### config.mk
export PLATFORM = sky130hd
export DESIGN_NAME = mpg_engine
export DESIGN_NICKNAME = d
export VERILOG_FILES = /design/src/hw/rtl/mpg_pkg.sv /design/src/hw/rtl/mpg_engine.sv
export VERILOG_INCLUDE_DIRS = /design/src /design/src/hw/rtl
export SDC_FILE = /design/constraint.sdc
export NUM_CORES = 1
export LEC_CHECK = 0
export BUFFER_PORTS_ARGS = -buffer_cell sky130_fd_sc_hd__buf_4
export CORE_MARGIN = 1
export CORE_UTILIZATION = 60
export CTS_CLUSTER_SIZE = 25
export DETAILED_ROUTE_END_ITERATION = 10
export GPL_TIMING_DRIVEN = 1
export PLACE_DENSITY = 0.93
export SLEW_MARGIN = 20
export SYNTH_ARGS = -nofsm -noshare
export SYNTH_HDL_FRONTEND = slang
export SYNTH_SLANG_ARGS = --single-unit
### constraint.sdc
create_clock -name clock -period 7.8 [get_ports clock]
set_input_delay 0 -clock clock [delete_from_list [all_inputs] [get_ports clock]]
set_output_delay 0 -clock clock [all_outputs]
set_load 0.01 [all_outputs]
### src/hw/rtl/max_pool_2d_with_gradient_core_defines.svh
// Assertion macros of the max pooling RTL.
// Included by mpg_engine, the module that carries concurrent checks; depends on nothing.
`ifndef MAX_POOL_2D_WITH_GRADIENT_CORE_DEFINES_SVH
`define MAX_POOL_2D_WITH_GRADIENT_CORE_DEFINES_SVH
`ifndef SYNTHESIS
`define MPG_ASSERT_IMP(label, clk, rst, ante, cons) \
   label: assert property (@(posedge clk) disable iff (rst) (ante) |-> (cons)) \
      else $error("mpg check failed");
`define MPG_ASSERT_NXT(label, clk, rst, ante, cons) \
   label: assert property (@(posedge clk) disable iff (rst) (ante) |=> (cons)) \
      else $error("mpg check failed");
`else
`define MPG_ASSERT_IMP(label, clk, rst, ante, cons)
`define MPG_ASSERT_NXT(label, clk, rst, ante, cons)
`endif
`endif

### src/hw/rtl/mpg_pkg.sv
// Shared types and constants of the max pooling core.
// Used by every module of the block but mpg_ram; depends on nothing.
`default_nettype none
package mpg_pkg;
   localparam int MAX_CHANNELS = 16;
   localparam int MAX_WIDTH    = 64;
   localparam int MAX_HEIGHT   = 64;
   localparam int MAX_WINDOW   = 8;
   localparam int CH_W   = 4;
   localparam int ROW_W  = 6;
   localparam int COL_W  = 6;
   localparam int ADDR_W = CH_W + ROW_W + COL_W;
   localparam int DEPTH  = 1 << ADDR_W;
   localparam int SMP_W  = 16;
   localparam int GRD_W  = 24;
   localparam int POS_W  = 13;
   localparam int CSR_IDX_W  = 4;
   localparam int CSR_DATA_W = 7;

   localparam logic [CSR_IDX_W-1:0] REG_WINDOW_WIDTH  = 4'd0;
   localparam logic [CSR_IDX_W-1:0] REG_WINDOW_HEIGHT = 4'd1;
   localparam logic [CSR_IDX_W-1:0] REG_STRIDE_X      = 4'd2;
   localparam logic [CSR_IDX_W-1:0] REG_STRIDE_Y      = 4'd3;
   localparam logic [CSR_IDX_W-1:0] REG_PAD_X         = 4'd4;
   localparam logic [CSR_IDX_W-1:0] REG_PAD_Y         = 4'd5;
   localparam logic [CSR_IDX_W-1:0] REG_IMAGE_WIDTH   = 4'd6;
   localparam logic [CSR_IDX_W-1:0] REG_IMAGE_HEIGHT  = 4'd7;

   localparam logic [1:0] STATUS_OK        = 2'd0;
   localparam logic [1:0] STATUS_OUTSIDE   = 2'd1;
   localparam logic [1:0] STATUS_SATURATED = 2'd2;

   typedef enum logic [1:0] {
      OP_LOAD = 2'd0,
      OP_POOL = 2'd1,
      OP_GRAD = 2'd2,
      OP_READ = 2'd3
   } op_type;

   typedef enum logic [2:0] {
      ST_IDLE, ST_START, ST_SCAN, ST_DRAIN, ST_GRD_RD, ST_GRD_WR, ST_GREAD, ST_DONE
   } state_type;

   typedef struct packed {
      logic [1:0]              opcode;
      logic [CH_W-1:0]         channel;
      logic [ROW_W-1:0]        row;
      logic [COL_W-1:0]        col;
      logic signed [SMP_W-1:0] value;
   } req_type;

   typedef struct packed {
      logic signed [SMP_W-1:0] pooled_value;
      logic [ROW_W-1:0]        winner_row;
      logic [COL_W-1:0]        winner_col;
      logic                    winner_inside;
      logic signed [GRD_W-1:0] gradient;
      logic [1:0]              status;
   } rsp_type;

   // Effective settings, sizes already clamped into their legal ranges.
   typedef struct packed {
      logic [3:0] ww;
      logic [3:0] wh;
      logic [3:0] sx;
      logic [3:0] sy;
      logic [2:0] px;
      logic [2:0] py;
      logic [6:0] iw;
      logic [6:0] ih;
   } cfg_type;

   typedef struct packed {
      logic                    we;
      logic [ADDR_W-1:0]       addr;
      logic [SMP_W-1:0]        wdata;
   } smp_ram_type;

   typedef struct packed {
      logic                    we;
      logic [ADDR_W-1:0]       addr;
      logic [GRD_W-1:0]        wdata;
   } grd_ram_type;
endpackage
`default_nettype wire

### src/hw/rtl/mpg_engine.sv
// Sequencer and datapath: window scan over the sample memory and
// read-modify-write of the gradient memory. Depends on mpg_pkg and the defines.
`default_nettype none
`include "max_pool_2d_with_gradient_core_defines.svh"
module mpg_engine
   import mpg_pkg::*;
(
   input  wire logic             clock,
   input  wire logic             reset,
   input  wire cfg_type          cfg,
   input  wire logic             req_valid,
   output logic                  req_stall,
   input  wire req_type          req_data,
   output logic                  rsp_valid,
   input  wire logic             rsp_stall,
   output rsp_type               rsp_data,
   output smp_ram_type           smp_ram,
   input  wire logic [SMP_W-1:0] smp_rdata,
   output grd_ram_type           grd_ram,
   input  wire logic [GRD_W-1:0] grd_rdata
);
   state_type state_ff, state_in;
   req_type   req_ff, req_in;
   logic signed [POS_W-1:0] y0_ff, y0_in, x0_ff, x0_in;
   logic [3:0] ci_ff, ci_in, cj_ff, cj_in;
   logic p_vld_ff, p_vld_in, p_in_ff, p_in_in;
   logic [ROW_W-1:0] p_y_ff, p_y_in;
   logic [COL_W-1:0] p_x_ff, p_x_in;
   logic have_ff, have_in;
   logic signed [SMP_W-1:0] best_ff, best_in;
   logic [ROW_W-1:0] win_row_ff, win_row_in;
   logic [COL_W-1:0] win_col_ff, win_col_in;
   logic win_in_ff, win_in_in;
   logic signed [GRD_W-1:0] grad_ff, grad_in;
   logic [1:0] status_ff, status_in;
   logic rsp_valid_ff, rsp_valid_in;
   rsp_type rsp_ff, rsp_in;

   logic accept, out_free, last_pos, bad_ch, outside, in_img;
   logic [9:0] row_mul, col_mul;
   logic signed [POS_W-1:0] y_pos, x_pos;
   logic signed [SMP_W-1:0] cand;
   logic signed [GRD_W:0] sum;
   logic [ADDR_W-1:0] req_addr;

   assign accept    = req_valid && !req_stall;
   assign req_stall = (state_ff != ST_IDLE);
   assign out_free  = !rsp_valid_ff || !rsp_stall;
   assign rsp_valid = rsp_valid_ff;
   assign rsp_data  = rsp_ff;

   // Window origin, current scan position and its image membership.
   always_comb begin
      row_mul = 10'(req_data.row) * 10'(cfg.sy);
      col_mul = 10'(req_data.col) * 10'(cfg.sx);
      y_pos   = y0_ff + $signed({9'd0, ci_ff});
      x_pos   = x0_ff + $signed({9'd0, cj_ff});
      in_img  = !y_pos[POS_W-1] && !x_pos[POS_W-1] &&
                (y_pos < $signed({6'd0, cfg.ih})) && (x_pos < $signed({6'd0, cfg.iw}));
      last_pos = (ci_ff == cfg.wh - 4'd1) && (cj_ff == cfg.ww - 4'd1);
      bad_ch   = ({1'b0, req_ff.channel} >= 5'(MAX_CHANNELS));
      outside  = ({1'b0, req_ff.row} >= cfg.ih) || ({1'b0, req_ff.col} >= cfg.iw);
      req_addr = {req_ff.channel, req_ff.row, req_ff.col};
      cand     = p_in_ff ? $signed(smp_rdata) : '0;
      sum      = $signed({grd_rdata[GRD_W-1], grd_rdata}) +
                 $signed({{(GRD_W-SMP_W+1){req_ff.value[SMP_W-1]}}, req_ff.value});
   end

   // Next state.
   always_comb begin
      state_in = state_ff;
      case (state_ff)
         ST_IDLE:  if (accept) state_in = ST_START;
         ST_START: begin
            if (bad_ch) begin
               state_in = ST_DONE;
            end else begin
               case (op_type'(req_ff.opcode))
                  OP_LOAD: state_in = ST_DONE;
                  OP_READ: state_in = outside ? ST_DONE : ST_GREAD;
                  default: state_in = ST_SCAN;
               endcase
            end
         end
         ST_SCAN:   if (last_pos) state_in = ST_DRAIN;
         ST_DRAIN:  state_in = (req_ff.opcode == OP_GRAD) ? ST_GRD_RD : ST_DONE;
         ST_GRD_RD: state_in = win_in_ff ? ST_GRD_WR : ST_DONE;
         ST_GRD_WR: state_in = ST_DONE;
         ST_GREAD:  state_in = ST_DONE;
         ST_DONE:   if (out_free) state_in = ST_IDLE;
         default:   state_in = ST_IDLE;
      endcase
   end

   // Datapath, memory commands and result register.
   always_comb begin
      req_in = req_ff;
      y0_in = y0_ff;  x0_in = x0_ff;
      ci_in = ci_ff;  cj_in = cj_ff;
      p_vld_in = 1'b0; p_in_in = p_in_ff; p_y_in = p_y_ff; p_x_in = p_x_ff;
      have_in = have_ff; best_in = best_ff;
      win_row_in = win_row_ff; win_col_in = win_col_ff; win_in_in = win_in_ff;
      grad_in = grad_ff; status_in = status_ff;
      rsp_in = rsp_ff;
      rsp_valid_in = rsp_valid_ff && rsp_stall;
      smp_ram = '{we: 1'b0, addr: {req_ff.channel, y_pos[ROW_W-1:0], x_pos[COL_W-1:0]},
                  wdata: req_ff.value};
      grd_ram = '{we: 1'b0, addr: req_addr, wdata: '0};

      case (state_ff)
         ST_IDLE: begin
            if (accept) begin
               req_in = req_data;
               y0_in  = $signed({3'd0, row_mul}) - $signed({10'd0, cfg.py});
               x0_in  = $signed({3'd0, col_mul}) - $signed({10'd0, cfg.px});
            end
         end
         ST_START: begin
            ci_in = '0; cj_in = '0; have_in = 1'b0; best_in = '0;
            win_row_in = '0; win_col_in = '0; win_in_in = 1'b0;
            grad_in = '0; status_in = STATUS_OK;
            if (bad_ch) begin
               status_in = STATUS_OUTSIDE;
            end else if ((req_ff.opcode == OP_LOAD) || (req_ff.opcode == OP_READ)) begin
               if (outside) begin
                  status_in = STATUS_OUTSIDE;
               end else if (req_ff.opcode == OP_LOAD) begin
                  // A new sample starts its gradient from zero.
                  smp_ram.we   = 1'b1;
                  smp_ram.addr = req_addr;
                  grd_ram.we   = 1'b1;
               end
            end
         end
         ST_SCAN: begin
            p_vld_in = 1'b1;
            p_in_in  = in_img;
            p_y_in   = y_pos[ROW_W-1:0];
            p_x_in   = x_pos[COL_W-1:0];
            if (cj_ff == cfg.ww - 4'd1) begin
               cj_in = '0;
               ci_in = ci_ff + 4'd1;
            end else begin
               cj_in = cj_ff + 4'd1;
            end
         end
         ST_GRD_RD: begin
            grd_ram.addr = {req_ff.channel, win_row_ff, win_col_ff};
         end
         ST_GRD_WR: begin
            grd_ram.addr = {req_ff.channel, win_row_ff, win_col_ff};
            grd_ram.we   = 1'b1;
            // Saturate the accumulated gradient to its 24-bit range.
            if (sum > $signed(25'h07FFFFF)) begin
               grad_in = 24'h7FFFFF;  status_in = STATUS_SATURATED;
            end else if (sum < $signed(25'h1800000)) begin
               grad_in = 24'h800000;  status_in = STATUS_SATURATED;
            end else begin
               grad_in = sum[GRD_W-1:0];
            end
            grd_ram.wdata = grad_in;
         end
         ST_GREAD: begin
            grad_in = $signed(grd_rdata);
         end
         ST_DONE: begin
            if (out_free) begin
               rsp_valid_in = 1'b1;
               rsp_in = '{pooled_value: best_ff, winner_row: win_row_ff,
                          winner_col: win_col_ff, winner_inside: win_in_ff,
                          gradient: grad_ff, status: status_ff};
            end
         end
         default: ;
      endcase

      // Compare stage: the sample read last cycle against the running maximum.
      if (p_vld_ff && (!have_ff || (cand > best_ff))) begin
         have_in    = 1'b1;
         best_in    = cand;
         win_in_in  = p_in_ff;
         win_row_in = p_in_ff ? p_y_ff : '0;
         win_col_in = p_in_ff ? p_x_ff : '0;
      end
   end

   // Control registers.
   always_ff @(posedge clock) begin
      if (reset) begin
         state_ff     <= ST_IDLE;
         rsp_valid_ff <= 1'b0;
         p_vld_ff     <= 1'b0;
      end else begin
         state_ff     <= state_in;
         rsp_valid_ff <= rsp_valid_in;
         p_vld_ff     <= p_vld_in;
      end
   end

   // Payload registers.
   always_ff @(posedge clock) begin
      req_ff <= req_in;
      y0_ff <= y0_in;  x0_ff <= x0_in;
      ci_ff <= ci_in;  cj_ff <= cj_in;
      p_in_ff <= p_in_in; p_y_ff <= p_y_in; p_x_ff <= p_x_in;
      have_ff <= have_in; best_ff <= best_in;
      win_row_ff <= win_row_in; win_col_ff <= win_col_in; win_in_ff <= win_in_in;
      grad_ff <= grad_in; status_ff <= status_in;
      rsp_ff <= rsp_in;
   end

   `MPG_ASSERT_IMP(a_load_pair, clock, reset, smp_ram.we, grd_ram.we && (grd_ram.wdata == '0))
   `MPG_ASSERT_NXT(a_rmw_order, clock, reset, state_ff == ST_GRD_RD && win_in_ff, state_ff == ST_GRD_WR)
   `MPG_ASSERT_IMP(a_scan_bound, clock, reset, state_ff == ST_SCAN, (cj_ff < cfg.ww) && (ci_ff < cfg.wh))
   `MPG_ASSERT_IMP(a_pad_winner, clock, reset, state_ff == ST_DONE && !win_in_ff, (win_row_ff == '0) && (win_col_ff == '0))
endmodule
`default_nettype wire

**After elaboration in Yosys (flattened, before gate mapping)**

Cells that the tools add are included.

- Output and inout bits: 131
- Logic and storage cells: 136
- Flip-flop bits (word level): 197
- Bits of input ports: 114

- Reductions and logical operators: 31
- Equal/unequal tests: 16
- Magnitude comparators: 7
- Add/sub/neg operators: 9
- Muxes and demuxes: 43
- Multipliers: 2

Operators with widths:

| operator | count |
|---|---|
| $mux 24 | 3 |
| $pmux 24 s3 | 1 |
| $mux 17 | 4 |
| $mux 16 | 3 |
| $mux 6 | 5 |
| $add 13x5->13 | 2 |
| $lt 13x8->1 | 2 |
| $add 24x16->25 | 1 |
| $gt 25x24->1 const B | 1 |
| $lt 25x24->1 const B | 1 |
| $sub 10x3->11 | 2 |
| $pmux 3 s7 | 1 |
| $mul 6x4->10 | 2 |
| $gt 16x16->1 | 1 |
| $pmux 4 s2 | 2 |
| $ge 6x7->1 | 2 |
| $eq 3x3->1 const B | 4 |
| $mux 12 | 1 |
| $mux 1 | 11 |
| $mux 3 | 3 |
| $add 4x1->4 const B | 2 |
| $eq 4x4->1 | 2 |
| $mux 2 | 4 |
| $mux 4 | 2 |
| other kinds (19) | 46 |

**Longest topological paths before layout**

Gate-level depths: netlist of the first run.

- Depth after elaboration: 5
- Mapped depth: 14
- Depth with buffers taken out: 14

**Worst setup path before layout of the first run**

No wires, ideal clock.

- Kind: register -> register
- Start point: register state_ff[2]
- End point: register rsp_ff, in the netlist rsp_data[0] (enable)
- Cell stages (with the launch flop): 4
- Period minus slack after synthesis: 3.954 ns
- Required time: 7.312 ns
- Path buffers: 1
- Arrival time: 3.467 ns
- Slack: 3.846 ns
- Library setup time: 0.488 ns
- Cell sequence: dfxtp_1 clkbuf_1 nand3_1 a21oi_1

- Longest elaborated chain between the ends: 2

Ends and longest elaborated chain:

| what | line | source |
|---|---|---|
| from (decl) | mpg_engine.sv:22 | `state_type state_ff, state_in;` |
| from (signal assigned) | mpg_engine.sv:194 | `state_ff <= state_in;` |
| $eq 3x3->1 | mpg_engine.sv:110 | `case (state_ff)` |
| $reduce_and 2->1 (no source line) | - |  |
| to (signal assigned) | mpg_engine.sv:209 | `rsp_ff <= rsp_in;` |
| to (decl) | mpg_engine.sv:37 | `rsp_type rsp_ff, rsp_in;` |

Every way passes these cells.
A chain may end at the register's enable or synchronous reset.

==> reports/qor_table.md, run 1 <==
| Quantity | This run |
|:---|:---|
| Std cell rows | 51 |
| Layout area overhead | 25.4% |
| Final Routed Wirelength | 31.8 mm |
| Antenna violations before repair | 0 |
| Achievable frequency | 0.263 GHz |
| Slew Limit Fails | 0 |
| Classification of the worst setup path | flip-flop to primary output |
| TritonCTS Sinks | 193 |
| Post-Synthesis Cell Area | 0.0123 mm^2 |
| Clock root buffer master | sky130_fd_sc_hd__clkbuf_16 |
| First-pass GRT wire length | 50.6 mm |
| Floorplan Core Area | 0.0197 mm^2 |
| Fraction of power spent switching nets | 36.7% |
| Ys async rst share | 0% |
| Post-CTS setup buffer count | 0 |
| Maximum count of clock buffers along a single path | 2 |
| Clock power frac | 20.6% |
| Number of vias after detailed routing | 9765 |
| Worst reg-to-reg path cell count | 9 |
| Count of port buffers added during placement | 244 |
| Vias in the first global route | 9924 |
| H-tree Lvls | 4 |
| Commonest cells after routing, fill and taps aside | 250 x sky130_fd_sc_hd__buf_4, 187 x sky130_fd_sc_hd__edfxtp_1, 125 x sky130_fd_sc_hd__ha_1 |
| Portion of the clock cycle consumed by the worst path in the final layout | 48.7% |
| Last weighted congestion value of the routability-driven placer | 0.946 |
| Worst rel slew slack | 26.9% |
| Critical path fanouts, max | 26 |
| End of the worst register-to-register path | grad_ff[13] |
| Hold path start | cfg[24] |
| Number of enable-type register cells in the synthesized netlist | 187 |
| Most common library cell in the layout ignoring fill and taps | sky130_fd_sc_hd__buf_4 |
| Total area of multi-input combinational cells | 0.00590 mm^2 |
| Worst hold path endpoint | x0_ff[0] |
| Share of synthesized area occupied by flip-flops and latches | 46.8% |
| Number of nets at the end of the flow | 1648 |
| Final ANT Viol Nets | 0 |
| Critical register-to-register path startpoint | smp_ram[15] |
| Total global routing overflow | 0 |
| Library cell with the largest summed area after synthesis | sky130_fd_sc_hd__edfxtp_1 |
| Result of the run | complete, no violations |
| Minimum clock period after layout | 3.80 ns |
| Switching component of the power | 1460 uW |
| Critical Path End Type | primary output |
| Number of storage elements in the synthesis netlist | 193 |
| Critical path's top delay family | compound AO/OA/AOI/OAI gates |
| R2r setup slk | 4.27 ns |
| Inserted Clock Buffers | 17 |
| Yosys cell types | 66 |
| Ant. Diodes | 0 |
| Share of the synthesized area in the top cell type | 45.8% |
| Unrepaired setup endpoints after global routing | false |
| Critical path buffers and inverters | 2 |
| Die Ht | 145 um |
| Slew @ Worst Pin | 1.09 ns |
| Int Pwr | 2530 uW |
| Total die area | 0.0210 mm^2 |
| CTS tree | done |
| Post-synth net total | 1370 |
| Utilization after layout | 78.0% |
| Crit-path most repeated cell | sky130_fd_sc_hd__buf_4 |
| Flip-flop cell with the highest count after synthesis | sky130_fd_sc_hd__edfxtp_1 |
| Vias per cell | 5.87 |
| Count of fill cells added during filler insertion | 1160 |
| Hold violation total from the final report | 0 |
| Synth Area per Inst | 11.1 um^2 |
| Largest net degree at the start of global routing | 54 |
| Cells taking the most area after synthesis | sky130_fd_sc_hd__edfxtp_1 46%, sky130_fd_sc_hd__ha_1 13%, sky130_fd_sc_hd__fa_1 3.8% |
| Share of final-layout standard cells stronger than drive strength 1 | 23.2% |
| Final TNS setup | 0 ns |
| Hold-critical path depth | 3 |
| Yosys Warn Count | 0 |
| Remaining DRCs | 0 |
| Number of DRC violations after detailed-routing iteration 0 | 746 |
| Placed wire-length estimate | 22.7 mm |
| Critical path data arrival time | 3.80 ns |
| List of cells traversed by the critical path | ha_1 > a21oi_1 > o22ai_1 > o21ai_1 > a22o_1 > o21ai_2 > o311ai_4 > buf_4 > o21ai_0 > buf_4 |
| Footprint of the flip-flops and latches | 0.00574 mm^2 |
| Crit-path slowest cell | sky130_fd_sc_hd__o311ai_4 |
| Critical Path Max Stage Delay | 0.65 ns |
| Worst-Skew Late Latency | 0.44 ns |
| Peak supply drop | 168 uV |
| Data required time at the worst endpoint | 7.80 ns |
| Startpoint kind of the worst setup timing path | flip-flop |
| Final setup skew | 0.0107 ns |
| Path class of the lowest-slack min-delay path | input port to flip-flop |
| Power density cells | 259 mW/mm^2 |
| Die extent in x | 145 um |
| Mapped Cells | 1108 |
| Combinational Power Share | 38.9% |
| Final setup violation count | 0 |
| Clock input transition at the sequential cells of the worst setup and hold paths | 0.07 ns |
| Leakage | 0.00660 uW |
| First drt pass iteration count | 6 |
| Fraction of power consumed by sequential logic | 40.4% |
| Total GRT Usage | 30.8% |
| Routed length per instance | 19.1 um |
| Initial core utilization | 62.2% |
| Max-cap violation count | 0 |
| Number of placed I/O pins | 245 |
[sequential cells by signal, indices dropped and copies added (netlist names), 2 cells and up]
| register | cells |
|---|---|
| req_ff | 2 |
| x0_ff | 11 |
| rsp_data | 55 |
| cj_ff | 4 |
| state_ff | 3 |
| smp_ram | 16 |
| status_ff | 2 |
| ci_ff | 4 |
| best_ff | 16 |
| grad_ff | 24 |
| p_x_ff | 6 |
| req_addr | 16 |
| win_col_ff | 6 |
| p_y_ff | 6 |
| y0_ff | 11 |
| win_row_ff | 6 |
[cells by family (layout without fill, tap and decap cells)]
| logic type | after synthesis | count (layout) | synth area share, % |
|---|---|---|---|
| buffers and inverters | 144 | 435 | 5.45 |
| muxes | 25 | 25 | 2.29 |
| AOI/OAI and AO/OA | 258 | 258 | 13.6 |
| xor gates and xnor gates | 60 | 60 | 4.29 |
| adders and majority gates | 148 | 148 | 16.5 |
| and+or+nand+nor | 280 | 280 | 11.1 |
| DFF | 193 | 193 | 46.8 |
[worst min-delay path, delay by kind of cell]
kind,cells,cell delay (ns)
buf+inv,1,0.11
fa+ha+maj,1,0.12
simple gates,1,0.13
[routing by layer]
metal | vias to the layer above | track usage, % | part of all wire [%]
met2 | 487 | 52.1 | 49
met5 | - | 0 | 0
li1 | 4553 | - | -
met1 | 4606 | 37.7 | 39
met3 | 119 | 4.94 | 7.2
met4 | 0 | 16.9 | 5.2
[synthesized netlist by cell type (3+ instances only)]
| cell | number |
|---|---|
| sky130_fd_sc_hd__edfxtp_1 | 187 |
| sky130_fd_sc_hd__ha_1 | 125 |
| sky130_fd_sc_hd__nand2_1 | 111 |
| sky130_fd_sc_hd__inv_1 | 89 |
| sky130_fd_sc_hd__a21oi_1 | 81 |
| sky130_fd_sc_hd__nor2_1 | 45 |
| sky130_fd_sc_hd__o21ai_0 | 41 |
| sky130_fd_sc_hd__and2_1 | 40 |
| sky130_fd_sc_hd__xnor2_1 | 35 |
| sky130_fd_sc_hd__a21o_1 | 32 |
| sky130_fd_sc_hd__o211ai_1 | 29 |
| sky130_fd_sc_hd__xor2_1 | 25 |
| sky130_fd_sc_hd__buf_4 | 24 |
| sky130_fd_sc_hd__fa_1 | 23 |
| sky130_fd_sc_hd__clkbuf_1 | 21 |
| sky130_fd_sc_hd__mux2_2 | 21 |
| sky130_fd_sc_hd__nand3_1 | 17 |
| sky130_fd_sc_hd__o21ai_1 | 13 |
| sky130_fd_sc_hd__nand2b_1 | 12 |
| sky130_fd_sc_hd__nand4_1 | 9 |
| sky130_fd_sc_hd__nor2b_1 | 9 |
| sky130_fd_sc_hd__nor3_1 | 8 |
| sky130_fd_sc_hd__o21bai_1 | 8 |
| sky130_fd_sc_hd__o2111ai_1 | 7 |
| sky130_fd_sc_hd__a211oi_1 | 6 |
| sky130_fd_sc_hd__and3_1 | 6 |
| sky130_fd_sc_hd__buf_2 | 6 |
| sky130_fd_sc_hd__dfxtp_1 | 6 |
| sky130_fd_sc_hd__o21a_1 | 6 |
| sky130_fd_sc_hd__a31oi_1 | 5 |
| sky130_fd_sc_hd__or2_2 | 5 |
| sky130_fd_sc_hd__a311oi_1 | 4 |
| sky130_fd_sc_hd__buf_6 | 4 |
| sky130_fd_sc_hd__and4_1 | 3 |
| sky130_fd_sc_hd__mux2_1 | 3 |
| sky130_fd_sc_hd__nand3b_1 | 3 |
[how the worst max path moves through the flow]
stage	start	endpoint	slack, ns	cells past startpoint
after floorplan	state_ff[2]	rsp_data[0]	3.85	3
after global placement	p_in_ff	win_row_ff[5]	4.40	9
after detailed placement	cfg[23]	y0_ff[11]	4.46	13
after CTS	smp_ram[15]	grd_ram[13]	4.08	10
after global routing	smp_ram[15]	grd_ram[12]	3.78	10
final	smp_ram[15]	grd_ram[13]	4.00	10
[power by group through the flow]
stage,combinational [uW],sequential [uW],clock [uW]
6_report,1550,1610,823
5_1_grt,1700,1630,865
4_1_cts,1520,1600,823
3_5_place_dp,1470,1620,0
3_3_place_gp,1410,1610,0
2_1_floorplan,1040,1540,0
[what timing repair did]
action	CTS	global route
hold endpoints to repair	66	0
gates resized for setup	0	0
hold buffers	64	0
[layout make-up]
cell class | instances | area share (%)
Timing Repair Buffer | 314 | 16.4
Tap cell | 265 | 2.16
Clock inverter | 15 | 0.830
Inverter | 89 | 2.17
Clock buffer | 17 | 2.77
Multi-Input combinational cell | 771 | 38.4
Sequential cell | 193 | 37.3
[stage by stage]
step           hold WS, ns  instance area, um^2  total power [uW]  std cells  setup slack, ns
6_report            0.0185                15400              3990       1664             4.00
5_1_grt             0.0334                15400              4200       1664             3.78
4_1_cts             0.0158                15400              3950       1664             4.08
3_5_place_dp         0.180                14200              3090       1568             4.46
3_3_place_gp         0.178                14200              3020       1568             4.40
2_1_floorplan       0.0691                12300              2590       1108             3.85
Power figures use the tool's default switching activity.
==> run 2, diff against run 1 <==
Settings changed: CORE_UTILIZATION 60 to 56, PLACE_DENSITY 0.93 to 0.88.
Clock period 7.8 ns to 3.8 ns, I/O delays scaled along.
==> reports/qor_table.md, run 2 (same netlist as run 1, synthesis figures left out) <==
| Quantity | This run | vs previous |
|:---|:---|:---|
| Result of the run | complete, no violations | unchanged |
| Peak supply drop | 290 uV | was 168 uV |
| Critical Path End Type | primary output | unchanged |
| Post-CTS setup buffer count | 0 | unchanged |
| CTS tree | done | unchanged |
| Final Routed Wirelength | 30.7 mm | was 31.8 mm |
| Placed wire-length estimate | 23.0 mm | was 22.7 mm |
| H-tree Lvls | 4 | unchanged |
| Number of nets at the end of the flow | 1655 | was 1648 |
| Antenna violations before repair | 1 | was 0 |
| Data required time at the worst endpoint | 3.80 ns | was 7.80 ns |
| TritonCTS Sinks | 193 | unchanged |
| List of cells traversed by the critical path | ha_1 > and4_1 > o2111ai_1 > a21oi_1 > and3b_1 > o21ai_2 > o311ai_4 > buf_4 > o21ai_0 > buf_4 | was ha_1 > a21oi_1 > o22ai_1 > o21ai_1 > a22o_1 > o21ai_2 > o311ai_4 > buf_4 > o21ai_0 > buf_4 |
| Inserted Clock Buffers | 17 | unchanged |
| Maximum count of clock buffers along a single path | 2 | unchanged |
| Die extent in x | 150 um | was 145 um |
| Largest net degree at the start of global routing | 57 | was 54 |
| Slew Limit Fails | 0 | unchanged |
| Utilization after layout | 72.8% | was 78.0% |
| First drt pass iteration count | 5 | was 6 |
| Crit-path most repeated cell | sky130_fd_sc_hd__buf_4 | unchanged |
| Final setup skew | 0.0120 ns | was 0.0107 ns |
| Number of vias after detailed routing | 9638 | was 9765 |
| Total GRT Usage | 27.5% | was 30.8% |
| Power density cells | 534 mW/mm^2 | was 259 mW/mm^2 |
| Routed length per instance | 18.3 um | was 19.1 um |
| First-pass GRT wire length | 47.1 mm | was 50.6 mm |
| Minimum clock period after layout | 3.42 ns |  |
| Crit-path slowest cell | sky130_fd_sc_hd__edfxtp_1 | was sky130_fd_sc_hd__o311ai_4 |
| Unrepaired setup endpoints after global routing | false | unchanged |
| Leakage | 0.00666 uW | was 0.00660 uW |
| Commonest cells after routing, fill and taps aside | 257 x sky130_fd_sc_hd__buf_4, 187 x sky130_fd_sc_hd__edfxtp_1, 125 x sky130_fd_sc_hd__ha_1 | was 250 x sky130_fd_sc_hd__buf_4, 187 x sky130_fd_sc_hd__edfxtp_1, 125 x sky130_fd_sc_hd__ha_1 |
| Layout area overhead | 26.1% | was 25.4% |
| Number of DRC violations after detailed-routing iteration 0 | 812 | was 746 |
| Worst-Skew Late Latency | 0.44 ns | about the same |
| Worst rel slew slack | 38.5% | was 26.9% |
| Share of final-layout standard cells stronger than drive strength 1 | 23.3% | was 23.2% |
| Final TNS setup | 0 ns | unchanged |
| Vias in the first global route | 9438 | was 9924 |
| Total global routing overflow | 0 | unchanged |
| Critical Path Max Stage Delay | 0.58 ns | was 0.65 ns |
| Last weighted congestion value of the routability-driven placer | 0.917 | was 0.946 |
| Critical path fanouts, max | 32 | was 26 |
| Clock root buffer master | sky130_fd_sc_hd__clkbuf_16 | unchanged |
| Path class of the lowest-slack min-delay path | input port to flip-flop | unchanged |
| Critical path data arrival time | 3.42 ns | was 3.80 ns |
| Remaining DRCs | 0 | unchanged |
| Clock input transition at the sequential cells of the worst setup and hold paths | 0.07 ns | about the same |
| Most common library cell in the layout ignoring fill and taps | sky130_fd_sc_hd__buf_4 | unchanged |
| Startpoint kind of the worst setup timing path | flip-flop | unchanged |
| Die Ht | 150 um | was 145 um |
| Vias per cell | 5.73 | was 5.87 |
| Max-cap violation count | 0 | unchanged |
| Std cell rows | 53 | was 51 |
| Critical path's top delay family | compound AO/OA/AOI/OAI gates | unchanged |
| Hold violation total from the final report | 0 | unchanged |
| Floorplan Core Area | 0.0212 mm^2 | was 0.0197 mm^2 |
| Number of placed I/O pins | 245 | unchanged |
| Total die area | 0.0225 mm^2 | was 0.0210 mm^2 |
| Critical path buffers and inverters | 2 | unchanged |
| Slew @ Worst Pin | 0.908 ns | was 1.09 ns |
| Final ANT Viol Nets | 0 | unchanged |
| Portion of the clock cycle consumed by the worst path in the final layout | 90.0% |  |
| Classification of the worst setup path | flip-flop to primary output | unchanged |
| Max reg flops | 55 | unchanged |
| R2r setup slk | 0.69 ns | was 4.27 ns |
| Count of port buffers added during placement | 244 | unchanged |
| Final setup violation count | 0 | unchanged |
| Initial core utilization | 57.8% | was 62.2% |
| Achievable frequency | 0.292 GHz |  |
## run 2: cell count changes in the layout (fill, tap and decap cells not counted), sizes merged
cell | previous run | this run
buf | 250 | 257
clkinvlp | 4 | 1
bufinv | 0 | 1
clkbuf | 17 | 18
diode | 0 | 1
inv | 95 | 96
## run 2: worst paths after layout
path / from / endpoint / cells past startpoint
setup / recovery: smp_ram[15] / grd_ram[16] / 10
hold / removal: cfg[24] / x0_ff[0] / 3
setup reg to reg: smp_ram[15] / grad_ff[8] / 9
hold reg to reg: grad_ff[15] / rsp_data[17] / 0
## run 2: layer usage
| metal | global-route usage (%) | wire [um] | vias up | share of wire, % |
|---|---|---|---|---|
| met5 | 0 | 0 | - | 0 |
| met2 | 45.2 | 14900 | 446 | 48 |
| met1 | 34.6 | 12300 | 4538 | 40 |
| met3 | 3.81 | 1960 | 100 | 6.4 |
| li1 | - | - | 4554 | - |
| met4 | 16.3 | 1560 | 0 | 5.1 |
## run 2: what timing repair did
action | CTS | global route
hold endpoints to repair | 66 | 0
endpoints found under the setup margin | 0 | 0
hold buffers | 64 | 0
resized for setup | 0 | 0
## run 2: through the flow
step / hold WS [ns] / power, uW / setup slack [ns] / cells / area [um^2]
after floorplan: 0.0691 / 5310 / 0.0133 / 1108 / 12300
after detailed placement: 0.179 / 6380 / 0.477 / 1585 / 14200
after global routing: 0.0609 / 8670 / 0.192 / 1682 / 15500
after CTS: 0.0158 / 8210 / 0.402 / 1681 / 15500
final: 0.0260 / 8260 / 0.380 / 1682 / 15500
after global placement: 0.178 / 6220 / 0.582 / 1585 / 14200
## run 2: layout make-up
type                       instances  area (um^2)
tap                              275          344
antenna                            1         2.50
clock buffer                      18          429
timing repair buffer             321         2570
inverter                          89          334
clock inverter                    14          146
multi-input combinational        771         5900
fill                            1449         5760
sequential                       193         5740
## run 2: tightest hold or removal path, cell delays in order
cell and delay, ns:
sky130_fd_sc_hd__buf_4 0.11, sky130_fd_sc_hd__and2_1 0.13, sky130_fd_sc_hd__ha_1 0.12
## run 2: report_power, final
part           total, uW  leakage (uW)  internal (uW)  switching [uW]
sequential          3250       0.00180           2950             293
combinational       3240       0.00458           1390            1850
clock               1770      0.000280            928             843
total               8260       0.00666           5270            2990
